$ cat config.mk
export PLATFORM = sky130hd
export DESIGN_NAME = trapezoidal_step_profile
export DESIGN_NICKNAME = d
export VERILOG_FILES = /design/src/sv/tsp_pkg.sv /design/src/sv/tsp_cfg.sv /design/src/sv/tsp_core.sv /design/src/sv/trapezoidal_step_profile.sv
export SDC_FILE = /design/constraint.sdc
export NUM_CORES = 1
export LEC_CHECK = 0
export BUFFER_PORTS_ARGS = -buffer_cell sky130_fd_sc_hd__buf_2
export CAP_MARGIN = 20
export CORE_MARGIN = 3
export CORE_UTILIZATION = 53
export CTS_CLUSTER_SIZE = 14
export DETAILED_ROUTE_END_ITERATION = 7
export PLACE_DENSITY_LB_ADDON = 0.08
export SYNTH_ARGS = -nofsm -noshare
export SYNTH_HDL_FRONTEND = slang
export SYNTH_SLANG_ARGS = --single-unit
$ cat constraint.sdc
create_clock -name i_clk -period 11.86 [get_ports i_clk]
set_input_delay 2.372 -clock i_clk [delete_from_list [all_inputs] [get_ports i_clk]]
set_output_delay 2.372 -clock i_clk [all_outputs]
set_load 0.005 [all_outputs]
$ cat src/sv/tsp_pkg.sv
// ----------------------------------------------------------------------------
// tsp_pkg
// Shared types and codes for the trapezoidal step profile generator.
// ----------------------------------------------------------------------------
package tsp_pkg;

    // Command codes carried on the input tuser
    typedef enum logic [2:0] {
        CMD_TICK     = 3'd0,
        CMD_MOVE_ABS = 3'd1,
        CMD_MOVE_REL = 3'd2,
        CMD_VEL_RUN  = 3'd3,
        CMD_STOP     = 3'd4
    } t_cmd;

    // Motion phase codes
    typedef enum logic [2:0] {
        PH_IDLE   = 3'd0,
        PH_ACCEL  = 3'd1,
        PH_CRUISE = 3'd2,
        PH_DECEL  = 3'd3,
        PH_VEL    = 3'd4,
        PH_STOP   = 3'd5
    } t_phase;

    // Configuration register indexes
    localparam logic [1:0] REG_MAX_VELOCITY = 2'd0;
    localparam logic [1:0] REG_ACCEL_RATE   = 2'd1;
    localparam logic [1:0] REG_DECEL_RATE   = 2'd2;

    // Current limits and rates, fixed point steps per tick
    typedef struct packed {
        logic [30:0] max_velocity;
        logic [30:0] accel_rate;
        logic [30:0] decel_rate;
    } t_cfg;

    // One result item
    typedef struct packed {
        t_phase             phase;
        logic               busy_res;
        logic signed [31:0] position;
        logic signed [31:0] step_delta;
    } t_result;

endpackage

$ cat src/sv/tsp_cfg.sv
// ----------------------------------------------------------------------------
// tsp_cfg
// Configuration register file: velocity limit and ramp rates.
// ----------------------------------------------------------------------------
module tsp_cfg (
    input  logic          i_clk,
    input  logic          i_rst_n,
    input  logic          i_wr_en,
    input  logic [1:0]    i_wr_index,
    input  logic [30:0]   i_wr_data,
    output tsp_pkg::t_cfg o_cfg
);
    import tsp_pkg::*;

    logic [30:0] r_max_velocity;
    logic [30:0] r_accel_rate;
    logic [30:0] r_decel_rate;
    logic [30:0] n_rate;

    // Treat a zero rate as one
    assign n_rate = (i_wr_data == '0) ? 31'd1 : i_wr_data;

    // Write the addressed register; other indexes are dropped
    always_ff @(posedge i_clk) begin
        if (!i_rst_n) begin
            r_max_velocity <= '0;
            r_accel_rate   <= 31'd1;
            r_decel_rate   <= 31'd1;
        end else if (i_wr_en) begin
            case (i_wr_index)
                REG_MAX_VELOCITY: r_max_velocity <= i_wr_data;
                REG_ACCEL_RATE:   r_accel_rate   <= n_rate;
                REG_DECEL_RATE:   r_decel_rate   <= n_rate;
                default: ;
            endcase
        end
    end

    assign o_cfg.max_velocity = r_max_velocity;
    assign o_cfg.accel_rate   = r_accel_rate;
    assign o_cfg.decel_rate   = r_decel_rate;

endmodule

$ cat src/sv/tsp_core.sv
// ----------------------------------------------------------------------------
// tsp_core
// Motion state and the single-pass command logic: phase, speed, position
// and remaining distance are updated once per executed transaction.
// ----------------------------------------------------------------------------
module tsp_core #(
    parameter int FRAC_BITS = 15
) (
    input  logic               i_clk,
    input  logic               i_rst_n,
    input  tsp_pkg::t_cfg      i_cfg,
    input  logic               i_exec,
    input  logic [2:0]         i_cmd,
    input  logic signed [31:0] i_operand,
    output tsp_pkg::t_result   o_result
);
    import tsp_pkg::*;

    // Velocity run bound in whole steps per tick
    localparam int VEL_CAP = (32'h7FFF_FFFF >> FRAC_BITS) < 65535 ?
                             (32'h7FFF_FFFF >> FRAC_BITS) : 65535;
    localparam logic signed [31:0] VEL_MAX = 32'(VEL_CAP);

    t_phase             r_phase,  n_phase;
    logic signed [31:0] r_pos,    n_pos;
    logic signed [31:0] r_dist,   n_dist;
    logic signed [31:0] r_speed,  n_speed;
    logic signed [31:0] delta;

    // Move tick datapath
    logic [32:0]        acc_sum;
    logic               acc_sat;
    logic signed [33:0] dec_diff;
    logic               dec_zero;
    logic [32:0]        dist_mag;
    logic               cruise_end;
    t_phase             mt_phase;
    logic signed [31:0] mt_speed;
    logic [31:0]        mt_int;
    logic [31:0]        mt_mag;
    logic               mt_clip;
    logic signed [31:0] mt_delta;
    logic signed [31:0] mt_dist;

    // Velocity run and move target
    logic signed [31:0] vel_clamped;
    logic signed [31:0] target;

    // Ramp arithmetic on the held speed
    assign acc_sum  = {1'b0, r_speed} + {2'b00, i_cfg.accel_rate};
    assign acc_sat  = acc_sum >= {2'b00, i_cfg.max_velocity};
    assign dec_diff = {{2{r_speed[31]}}, r_speed} - {3'b000, i_cfg.decel_rate};
    assign dec_zero = dec_diff[33] || (dec_diff == '0);

    // Magnitude of the remaining distance, exact for the most negative value
    assign dist_mag   = r_dist[31] ? (33'd0 - {1'b1, r_dist}) : {1'b0, r_dist};
    assign cruise_end = dist_mag <= {1'b0, ($unsigned(r_speed) >> FRAC_BITS)};

    // Advance the ramp phase
    always_comb begin
        mt_phase = t_phase'(r_phase);
        mt_speed = r_speed;
        case (r_phase)
            PH_ACCEL: begin
                mt_speed = acc_sat ? {1'b0, i_cfg.max_velocity} : acc_sum[31:0];
                mt_phase = acc_sat ? PH_CRUISE : PH_ACCEL;
            end
            PH_CRUISE: begin
                mt_phase = cruise_end ? PH_DECEL : PH_CRUISE;
            end
            PH_DECEL: begin
                mt_speed = dec_zero ? '0 : dec_diff[31:0];
            end
            default: begin
                mt_speed = dec_zero ? '0 : dec_diff[31:0];
                mt_phase = dec_zero ? PH_IDLE : PH_STOP;
            end
        endcase
    end

    // Step size: whole speed, at least one while moving, clipped to distance
    assign mt_int   = $unsigned(mt_speed) >> FRAC_BITS;
    assign mt_mag   = (mt_int != '0) ? mt_int :
                      {31'd0, (mt_speed != '0) || (r_dist != '0)};
    assign mt_clip  = {1'b0, mt_mag} > dist_mag;
    assign mt_delta = mt_clip ? r_dist : (r_dist[31] ? -$signed(mt_mag) : $signed(mt_mag));
    assign mt_dist  = r_dist - mt_delta;

    // Saturate the velocity run operand
    assign vel_clamped = (i_operand > VEL_MAX)  ? VEL_MAX :
                         (i_operand < -VEL_MAX) ? -VEL_MAX : i_operand;
    assign target      = (i_cmd == CMD_MOVE_ABS) ? i_operand : r_pos + i_operand;

    // Decode the command and form the next state
    always_comb begin
        n_phase = r_phase;
        n_pos   = r_pos;
        n_dist  = r_dist;
        n_speed = r_speed;
        delta   = '0;
        case (t_cmd'(i_cmd))
            CMD_TICK: begin
                if (r_phase == PH_VEL) begin
                    delta = r_speed >>> FRAC_BITS;
                    n_pos = r_pos + delta;
                end else if (r_phase != PH_IDLE) begin
                    delta   = mt_delta;
                    n_pos   = r_pos + mt_delta;
                    n_dist  = mt_dist;
                    n_speed = mt_speed;
                    n_phase = mt_phase;
                    if (mt_dist == '0) begin
                        n_phase = PH_IDLE;
                        n_speed = '0;
                    end
                end
            end
            CMD_MOVE_ABS, CMD_MOVE_REL: begin
                n_dist  = target - r_pos;
                n_speed = '0;
                n_phase = PH_ACCEL;
            end
            CMD_VEL_RUN: begin
                n_speed = vel_clamped <<< FRAC_BITS;
                n_phase = PH_VEL;
            end
            CMD_STOP: begin
                n_phase = PH_STOP;
            end
            default: ;
        endcase
    end

    // Hold the motion state; update on each executed transaction
    always_ff @(posedge i_clk) begin
        if (!i_rst_n) begin
            r_phase <= PH_IDLE;
            r_pos   <= '0;
            r_dist  <= '0;
            r_speed <= '0;
        end else if (i_exec) begin
            r_phase <= n_phase;
            r_pos   <= n_pos;
            r_dist  <= n_dist;
            r_speed <= n_speed;
        end
    end

    assign o_result.step_delta = delta;
    assign o_result.position   = n_pos;
    assign o_result.busy_res   = (n_phase != PH_IDLE);
    assign o_result.phase      = n_phase;

endmodule

$ cat src/sv/trapezoidal_step_profile.sv
// ----------------------------------------------------------------------------
// trapezoidal_step_profile
// Stepper move generator with trapezoidal ramps and constant-velocity runs.
// ----------------------------------------------------------------------------
// Each command transaction (tick, absolute move, relative move, velocity
// run, stop) yields exactly one result transaction holding the step delta
// for that tick, the resulting position, a busy flag and the motion phase.
// Commands are taken one per clock while the result side keeps up: a
// transaction waits in the input register until it executes, the command
// logic and motion state update when it executes, and the result waits in
// the output register until taken. Velocities and rates are fixed point
// steps per tick with FRAC_BITS fraction bits; rates written as zero act
// as one. Write configuration only while no command is in flight.
// ----------------------------------------------------------------------------
module trapezoidal_step_profile #(
    parameter int FRAC_BITS = 15
) (
    input  logic        i_clk,
    input  logic        i_rst_n,
    // Command stream
    input  logic        s_axis_tvalid,
    output logic        s_axis_tready,
    input  logic [31:0] s_axis_tdata,   // [31:0] operand (signed)
    input  logic [2:0]  s_axis_tuser,   // [2:0] cmd
    // Result stream
    output logic        m_axis_tvalid,
    input  logic        m_axis_tready,
    output logic [71:0] m_axis_tdata,   // [31:0] step_delta, [63:32] position,
                                        // [64] busy_res, [67:65] phase, [71:68] zero
    // Configuration writes
    input  logic        i_cfg_valid,
    output logic        o_cfg_ready,
    input  logic [1:0]  i_cfg_index,
    input  logic [30:0] i_cfg_data
);
    import tsp_pkg::*;

    t_cfg               cfg;
    t_result            result;
    logic               r_in_valid;
    logic [2:0]         r_cmd;
    logic signed [31:0] r_operand;
    logic               r_out_valid;
    t_result            r_out;
    logic               exec;

    // Execute when a command is held and the result slot is free
    assign exec          = r_in_valid && (!r_out_valid || m_axis_tready);
    assign s_axis_tready = !r_in_valid || exec;
    assign o_cfg_ready   = 1'b1;

    // Input register
    always_ff @(posedge i_clk) begin
        if (!i_rst_n) begin
            r_in_valid <= 1'b0;
        end else if (s_axis_tready) begin
            r_in_valid <= s_axis_tvalid;
        end
    end

    always_ff @(posedge i_clk) begin
        if (s_axis_tready && s_axis_tvalid) begin
            r_cmd     <= s_axis_tuser;
            r_operand <= s_axis_tdata;
        end
    end

    // Result register
    always_ff @(posedge i_clk) begin
        if (!i_rst_n) begin
            r_out_valid <= 1'b0;
        end else if (exec) begin
            r_out_valid <= 1'b1;
        end else if (m_axis_tready) begin
            r_out_valid <= 1'b0;
        end
    end

    always_ff @(posedge i_clk) begin
        if (exec) begin
            r_out <= result;
        end
    end

    tsp_cfg u_cfg (
        .i_clk      (i_clk),
        .i_rst_n    (i_rst_n),
        .i_wr_en    (i_cfg_valid),
        .i_wr_index (i_cfg_index),
        .i_wr_data  (i_cfg_data),
        .o_cfg      (cfg)
    );

    tsp_core #(
        .FRAC_BITS (FRAC_BITS)
    ) u_core (
        .i_clk     (i_clk),
        .i_rst_n   (i_rst_n),
        .i_cfg     (cfg),
        .i_exec    (exec),
        .i_cmd     (r_cmd),
        .i_operand (r_operand),
        .o_result  (result)
    );

    assign m_axis_tvalid = r_out_valid;
    assign m_axis_tdata  = {4'b0000, r_out.phase, r_out.busy_res,
                            r_out.position, r_out.step_delta};

endmodule
==> results of run 1 <==
placed cells by master (no fill, tap or decap), types with 14 or more instances in the layout:
| cell | Yosys | final |
|---|---|---|
| a211oi_1 | 45 | 35 |
| a211oi_2 | 4 | 14 |
| a21o_1 | 76 | 76 |
| a21oi_1 | 326 | 311 |
| a21oi_2 | 2 | 14 |
| a22oi_1 | 44 | 43 |
| a31oi_1 | 36 | 31 |
| and2_1 | 21 | 19 |
| and3_1 | 30 | 28 |
| buf_2 | 14 | 142 |
| buf_4 | 6 | 126 |
| clkbuf_16 | 0 | 40 |
| dfxtp_1 | 194 | 184 |
| edfxtp_1 | 103 | 103 |
| ha_1 | 284 | 272 |
| inv_1 | 223 | 222 |
| mux2i_1 | 40 | 29 |
| nand2_1 | 463 | 463 |
| nand2b_1 | 43 | 43 |
| nand3_1 | 83 | 81 |
| nand4_1 | 32 | 32 |
| nor2_1 | 267 | 264 |
| nor2b_1 | 22 | 20 |
| nor3_1 | 66 | 62 |
| nor4_1 | 32 | 27 |
| o211ai_1 | 37 | 37 |
| o21a_1 | 41 | 41 |
| o21ai_0 | 210 | 189 |
| o21ai_1 | 12 | 26 |
| o21bai_1 | 40 | 40 |
| o221ai_1 | 16 | 15 |
| o22ai_1 | 35 | 35 |
| o31ai_1 | 22 | 20 |
| or3_1 | 24 | 24 |
| xnor2_1 | 148 | 145 |
| xor2_1 | 60 | 59 |
cells by family after synthesis:
kind of cell	share of synthesized area, %
buffers and inverters	5.57
muxes	2.03
and+or+nand+nor	20.0
DFF	25.8
xor gates and xnor gates	6.81
other	0.0277
adders and majority gates	13.6
AOI/OAI and AO/OA	26.1
power groups by stage:
stage          Sequential, W  Clock, W  Combinational [W]
6_report             0.00114   0.00114            0.00194
5_1_grt              0.00115   0.00119            0.00207
4_1_cts              0.00114   0.00115            0.00172
3_5_place_dp         0.00116         0            0.00170
3_3_place_gp         0.00116         0            0.00167
2_1_floorplan        0.00114         0            0.00116
layout make-up:
class	count	area (sq um)
clock buffer	45	967
clock inverter	20	206
fill	4566	19300
inverter	228	863
multi-input combinational	2810	19200
sequential	297	6990
tap	672	841
timing repair buffer	285	1940
how the worst max path moves through the flow:
stage,from,cells after the start,to
floorplan,u_core.r_speed[0],58,u_core.r_speed[19]
global placement,u_core.r_speed[12],56,u_core.r_speed[25]
detailed placement,u_core.r_speed[12],57,u_core.r_speed[24]
CTS,u_core.r_speed[0],57,m_axis_tdata[64]
global route,u_core.r_speed[18],59,u_core.r_speed[16]
finish,u_core.r_speed[18],59,u_core.r_speed[22]
metal layers:
layer  wire [um]  vias to the layer above  GRT usage (%)  part of all wire (%)
met5           0                        -              0                     0
met2       43000                     1587           53.9                    41
met1       45700                    13433           54.0                    44
li1            -                    13014              -                     -
met4        3900                        0           12.6                   3.7
met3       11700                      229           7.79                    11
stage by stage:
stage / hold WS, ns / utilization (%) / area (sq um) / setup TNS, ns / cells
after floorplan: 0.436 / - / 27100 / 0 / 3491
after global placement: 0.445 / 57.4 / 28900 / -14.00 / 4255
after detailed placement: 0.450 / 57.4 / 28900 / -23.06 / 4256
after CTS: 0.457 / 59.9 / 30100 / 0 / 4322
after global routing: 0.472 / 61.7 / 31000 / -1.49 / 4357
final: 0.454 / 61.7 / 31000 / 0 / 4357
state kept, by name, summed over array words and instances, names as in the netlist:
| register | count |
|---|---|
| r_cmd | 3 |
| u_cfg.r_max_velocity | 31 |
| u_core.r_speed | 32 |
| r_in_valid | 1 |
| m_axis_tdata | 68 |
| r_operand | 32 |
| u_core.r_pos | 32 |
| u_cfg.r_accel_rate | 31 |
| m_axis_tvalid | 1 |
| u_core.r_phase | 3 |
| u_core.r_dist | 32 |
| u_cfg.r_decel_rate | 31 |
worst max-delay path, delay by kind of cell, from the launching register on:
| family | cells | cell delay (ns) |
|---|---|---|
| compound gates | 28 | 5.23 |
| simple gates | 15 | 2.48 |
| buf+inv | 8 | 1.28 |
| fa+ha+maj | 4 | 1.12 |
| mux | 2 | 0.45 |
| flops | 1 | 0.40 |
| xor+xnor | 2 | 0.38 |
what timing repair did:
| action | in CTS | in global routing |
|---|---|---|
| endpoints found under the setup margin | 50 | 67 |
| cloned | 0 | 3 |
| gates resized for setup | 15 | 141 |
| endpoints found under the hold margin | 0 | 0 |
| pin swaps | 4 | 44 |
| hold buffers | 0 | 0 |
| setup buffers | 1 | 32 |
==> summary.txt, run 1 <==
Drt
  • Post-DR vias/cell: 6.49
  • Post-DRT Antenna Nets: 0
  • DR vias: 28.3k
  • DRC viols: 0
  • DR WL/cell: 23.9 um
  • Routed WL: 104000 um
  • TritonRoute pass-1 iters: 8
  • Drt initial violations: 3565

Synth
  • Top cells by count, synth: 463 x nand2_1, 326 x a21oi_1, 284 x ha_1
  • Yosys cell types: 102
  • Synthesis Warnings: 0
  • Primary FF master, synth: dfxtp_1
  • Dominant cells by area after synthesis: dfxtp_1 14%, ha_1 13%, edfxtp_1 11%, nand2_1 6.4%, a21oi_1 6.0%
  • Synth Register Bits: 297
  • Post-synth EDFFs: 103
  • Biggest area consumer among synthesized cells: dfxtp_1
  • Synth async-reset ratio: 0%
  • Mapped Cells: 3488
  • Syn Area/Cell: 7.76 sq um
  • Count leader, synth: nand2_1
  • Part of the Yosys area used for sequential elements: 25.8%
  • Mapped cell area: 27100 sq um
  • Yosys top cell area share: 14.4%

Critical path
  • R2R Setup Slk: 0.30 ns
  • RR Startpoint: u_core.r_speed[18]
  • Reg2reg path depth: 59
  • Setup CP Type: flop to flop
  • Slowest stage delay, CP: 0.42 ns
  • Crit path top cell by count: o21a_1
  • Startpoint types: flop
  • Crit-path slowest cell: a221o_1
  • CP endpoint kind: flop
  • WP data required: 12.26 ns
  • R2r endpoint: u_core.r_speed[22]
  • CP arrival: 11.96 ns
  • Crit Path Max Fanout: 8

Hold path
  • Worst hold path type: flop to flop
  • Number of cells on the worst hold path: 2
  • HP Start: u_cfg.r_decel_rate[13]
  • Hold Path End: u_cfg.r_decel_rate[13]

Pwr
  • Power per Cell Area: 136 nW/um^2
  • Clock power frac: 27.0%
  • Max rail drop VDD: 0.124 mV
  • Logic pwr share: 46.0%
  • Total power draw: 0.00423 W
  • Leakage power: 12.9 nW
  • Net Switching: 0.00168 W
  • Sw Ratio: 39.8%
  • Power share of the sequential group: 27.1%
  • Internal: 0.00254 W

Cells and area
  • Layout cell share with drive strength beyond 1: 14.3%
  • Antenna diodes: 0
  • Area grow syn2layout: 14.6%
  • Final #Nets: 4023

STA
  • Min Tclk post-route: 11.56 ns
  • Slew Limit Fails: 0
  • Max Freq: 86.5 MHz
  • Final period utilization: 97.5%
  • Post-Route Skew: 0.0173 ns
  • Final hold violations: 0
  • Max_slew headroom: 19.6%
  • Unrepaired setup endpoints after global routing: yes
  • Final worst slack: 0.298 ns
  • Final Setup Violations: 0
  • Worst slew pin tran: 1.20 ns

Job
  • Max-cap violations: 0

Die
  • I/O pin count: 148
  • Placeable Area: 50300 sq um
  • Die ar.: 53800 sq um
  • Row count: 82
  • Die Wd: 232 um
  • Die Ht: 232 um
  • Initial Utilization: 53.8%

Clocking
  • CTS root buffer: clkbuf_16
  • H-tree levels: 2
  • Total CTS buffers: 37
  • CTS clock-pin slew for the worst setup and hold paths: 0.07 ns
  • # clock sinks: 297
  • TritonCTS clock tree: built
  • Clock Latency Late Sink: 0.56 ns
  • Clock Tree Buf Depth: 3

GRT
  • Global-route wire length before repair: 154000 um
  • Initial antenna violation count: 1
  • Largest net degree at the start of global routing: 103
  • GR Overflow Total: 0
  • Vias in the first global route: 25.7k
  • Gr usage total: 37.0%

Placement
  • Setup WS pre-CTS: -0.628 ns
  • Gpl congestion: 1.04
  • Hpwl dp: 79900 um
  • Port Buffers: 142

Status
  • Status: completed
(Power assumes the default switching activity.)
==> inputs of run 2 (changes only) <==
ABC_AREA = 1   (was not set)
CAP_MARGIN = 10   (was 20)
HOLD_SLACK_MARGIN = 0.15   (was not set)
==> summary.txt, run 2 <==
Status
  • Status: completed

STA
  • Min Tclk post-route: 10.96 ns (-0.599 ns)
  • Setup TNS: 0 ns (unchanged)
  • Final period utilization: 92.4% (-5.0 points)
  • Max_slew headroom: 27.0% (+7.5 points)
  • Max Freq: 91.2 MHz (+5.5%)
  • Final hold violations: 0 (unchanged)
  • Final Setup Violations: 0 (unchanged)
  • Slew Limit Fails: 0 (unchanged)
  • Unrepaired setup endpoints after global routing: yes
  • Worst slew pin tran: 1.09 ns (-0.108 ns)
  • Post-Route Skew: 0.0257 ns (+0.00843 ns)

Drt
  • Routed WL: 113000 um (+8.4%)
  • Post-DRT Antenna Nets: 0 (unchanged)
  • Drt initial violations: 3960 (+11%)
  • DR vias: 31.2k (+10%)
  • DRC viols: 0 (unchanged)
  • DR WL/cell: 21.5 um (-10%)
  • Post-DR vias/cell: 5.91 (-8.8%)
  • TritonRoute pass-1 iters: 6 (-2)

Critical path
  • Slowest stage delay, CP: 0.60 ns (+0.18 ns)
  • Crit-path slowest cell: dfxtp_1
  • Setup CP Type: flop to flop
  • Startpoint types: flop
  • CP endpoint kind: flop
  • CP arrival: 11.29 ns (-0.67 ns)
  • WP data required: 12.19 ns (-0.07 ns)
  • Crit path top cell by count: nand2_1
  • Crit Path Max Fanout: 28 (+20)

GRT
  • M2 GR Usage: 51.5% (-2.4 points)
  • Initial antenna violation count: 3 (+2)
  • Grt peak-use layer: met1
  • Global-route wire length before repair: 168000 um (+9.3%)
  • Gr usage total: 38.4% (+1.4 points)
  • Met1 usage: 59.2% (+5.2 points)
  • GR Overflow Total: 0 (unchanged)
  • Grt met3 use: 10.5% (+2.7 points)
  • Largest net degree at the start of global routing: 81 (-21%)
  • Vias in the first global route: 27.6k (+7.4%)

Clocking
  • Clock Tree Buf Depth: 3 (unchanged)
  • Clock Latency Late Sink: 0.57 ns (about the same)
  • Total CTS buffers: 37 (unchanged)
  • # clock sinks: 297 (unchanged)
  • H-tree levels: 2 (unchanged)
  • TritonCTS clock tree: built
  • CTS root buffer: clkbuf_16
  • CTS clock-pin slew for the worst setup and hold paths: 0.06 ns (about the same)
  • Hold_buf cts: 0 (unchanged)

Placement
  • Hpwl dp: 90500 um (+13%)
  • Gpl congestion: 1.04 (-0.50%)
  • Port Buffers: 142 (unchanged)
  • Cell area after placement: 30300 sq um (+4.9%)

Cells and area
  • Area grow syn2layout: 8.96%
  • Most frequent cells in the layout: 967 x nand2_1, 660 x inv_1, 432 x a21oi_1
  • Final #Nets: 4908 (+22%)
  • Final instance area: 31500 sq um (+1.7%)
  • Leading cell type in the layout, fill and taps excluded: nand2_1
  • Layout cell share with drive strength beyond 1: 8.09% (-6.2 points)
  • Max reg flops: 68 (unchanged)

Die
  • Initial Utilization: 53.7% (-0.14 points)
  • Die ar.: 57500 sq um (+6.8%)
  • Placeable Area: 53900 sq um (+7.3%)
  • Die Ht: 240 um (+3.3%)
  • Row count: 85 (+3.7%)
  • Die Wd: 240 um (+3.3%)
  • I/O pin count: 148 (unchanged)

Pwr
  • Leakage power: 15.8 nW (+23%)
  • Max rail drop VDD: 0.117 mV (-5.3%)
  • Power per Cell Area: 158 nW/um^2 (+16%)

Synth
  • Part of the Yosys area used for sequential elements: 24.1% (-1.7 points)
  • Yosys top cell area share: 13.4% (-0.94 points)
  • Syn Area/Cell: 6.51 sq um (-16%)
  • Synth Register Bits: 297 (unchanged)
  • Dominant cells by area after synthesis: dfxtp_1 13%, nand2_1 13%, ha_1 12%, edfxtp_1 11%, inv_1 8.6%
  • Primary FF master, synth: dfxtp_1
  • Synthesis Warnings: 0 (unchanged)
  • Yosys cell types: 70 (-31%)
  • Mapped cell area: 29000 sq um (+7.0%)
  • Post-synth EDFFs: 103 (unchanged)
  • Count leader, synth: nand2_1
  • Mapped Cells: 4446 (+27%)
  • Top cells by count, synth: 968 x nand2_1, 661 x inv_1, 433 x a21oi_1
  • Biggest area consumer among synthesized cells: dfxtp_1
  • Synth async-reset ratio: 0% (unchanged)

Hold path
  • Worst hold path type: flop to flop

Job
  • Max-cap violations: 0 (unchanged)
run 2: where the power goes:
group	internal (W)	total, W	switching (W)
sequential	0.00112	0.00119	0.0000705
combinational	0.000838	0.00263	0.00179
clock	0.000674	0.00117	0.000491
total	0.00263	0.00498	0.00236
run 2: through the flow:
step                      utilization, %  total power (W)  hold WS, ns  setup slack, ns  std cells
after floorplan                        -          0.00304        0.450             3.37       4449
after global placement              56.2          0.00374        0.485            0.765       5200
after detailed placement            56.2          0.00373        0.488            0.660       5200
after CTS                           58.4          0.00490        0.497            0.672       5266
after global routing                58.5          0.00530        0.523          -0.0684       5267
final                               58.5          0.00498        0.505            0.896       5270
run 2: worst max-delay path, delay by kind of cell, from the launching register on:
family	cells	cell delay (ns)
buf+inv	5	0.61
xor+xnor	1	0.14
flops	1	0.60
simple gates	32	4.21
compound gates	19	3.94
fa+ha+maj	4	1.19
run 2: timing repair:
action                     4_1_cts  5_1_grt
setup endpoints to repair        0       47
setup buffers                    0        0
gates resized for setup          0        6
run 2: path summary, 6_finish.rpt:
kind	startpoint	end	slack (ns)	cells past startpoint
worst max-delay path	u_core.r_speed[7]	m_axis_tdata[64]	0.90	61
worst min-delay path	u_cfg.r_accel_rate[0]	u_cfg.r_accel_rate[0]	0.50	2
worst max register to register	u_core.r_speed[7]	m_axis_tdata[64]	0.90	61
worst min register to register	u_cfg.r_accel_rate[0]	u_cfg.r_accel_rate[0]	0.50	2
run 2: cells by family after synthesis:
group / count (synthesis) / share of synthesized area (%)
fa+ha+maj: 291 / 12.8
buf+inv: 823 / 11.1
other cells: 2 / 0.0259
xor+xnor: 151 / 4.57
simple gates: 1833 / 27.2
compound gates: 1047 / 20.1
mux: 2 / 0.0691
flops: 297 / 24.1
run 2: cell type report:
cell class,instances,area [sq um]
Clock buffer,51,1060
Antenna cell,3,7.51
Multi-Input combinational cell,3329,18800
Inverter,690,2590
Tap cell,696,871
Sequential cell,297,6980
Fill cell,5406,22400
Clock inverter,15,149
Timing Repair Buffer,189,1080
run 2: routing by layer:
layer	vias up	part of all wire, %
met5	-	0.011
met4	2	2.9
met3	180	14
met2	1668	38
met1	14309	46
li1	15007	-
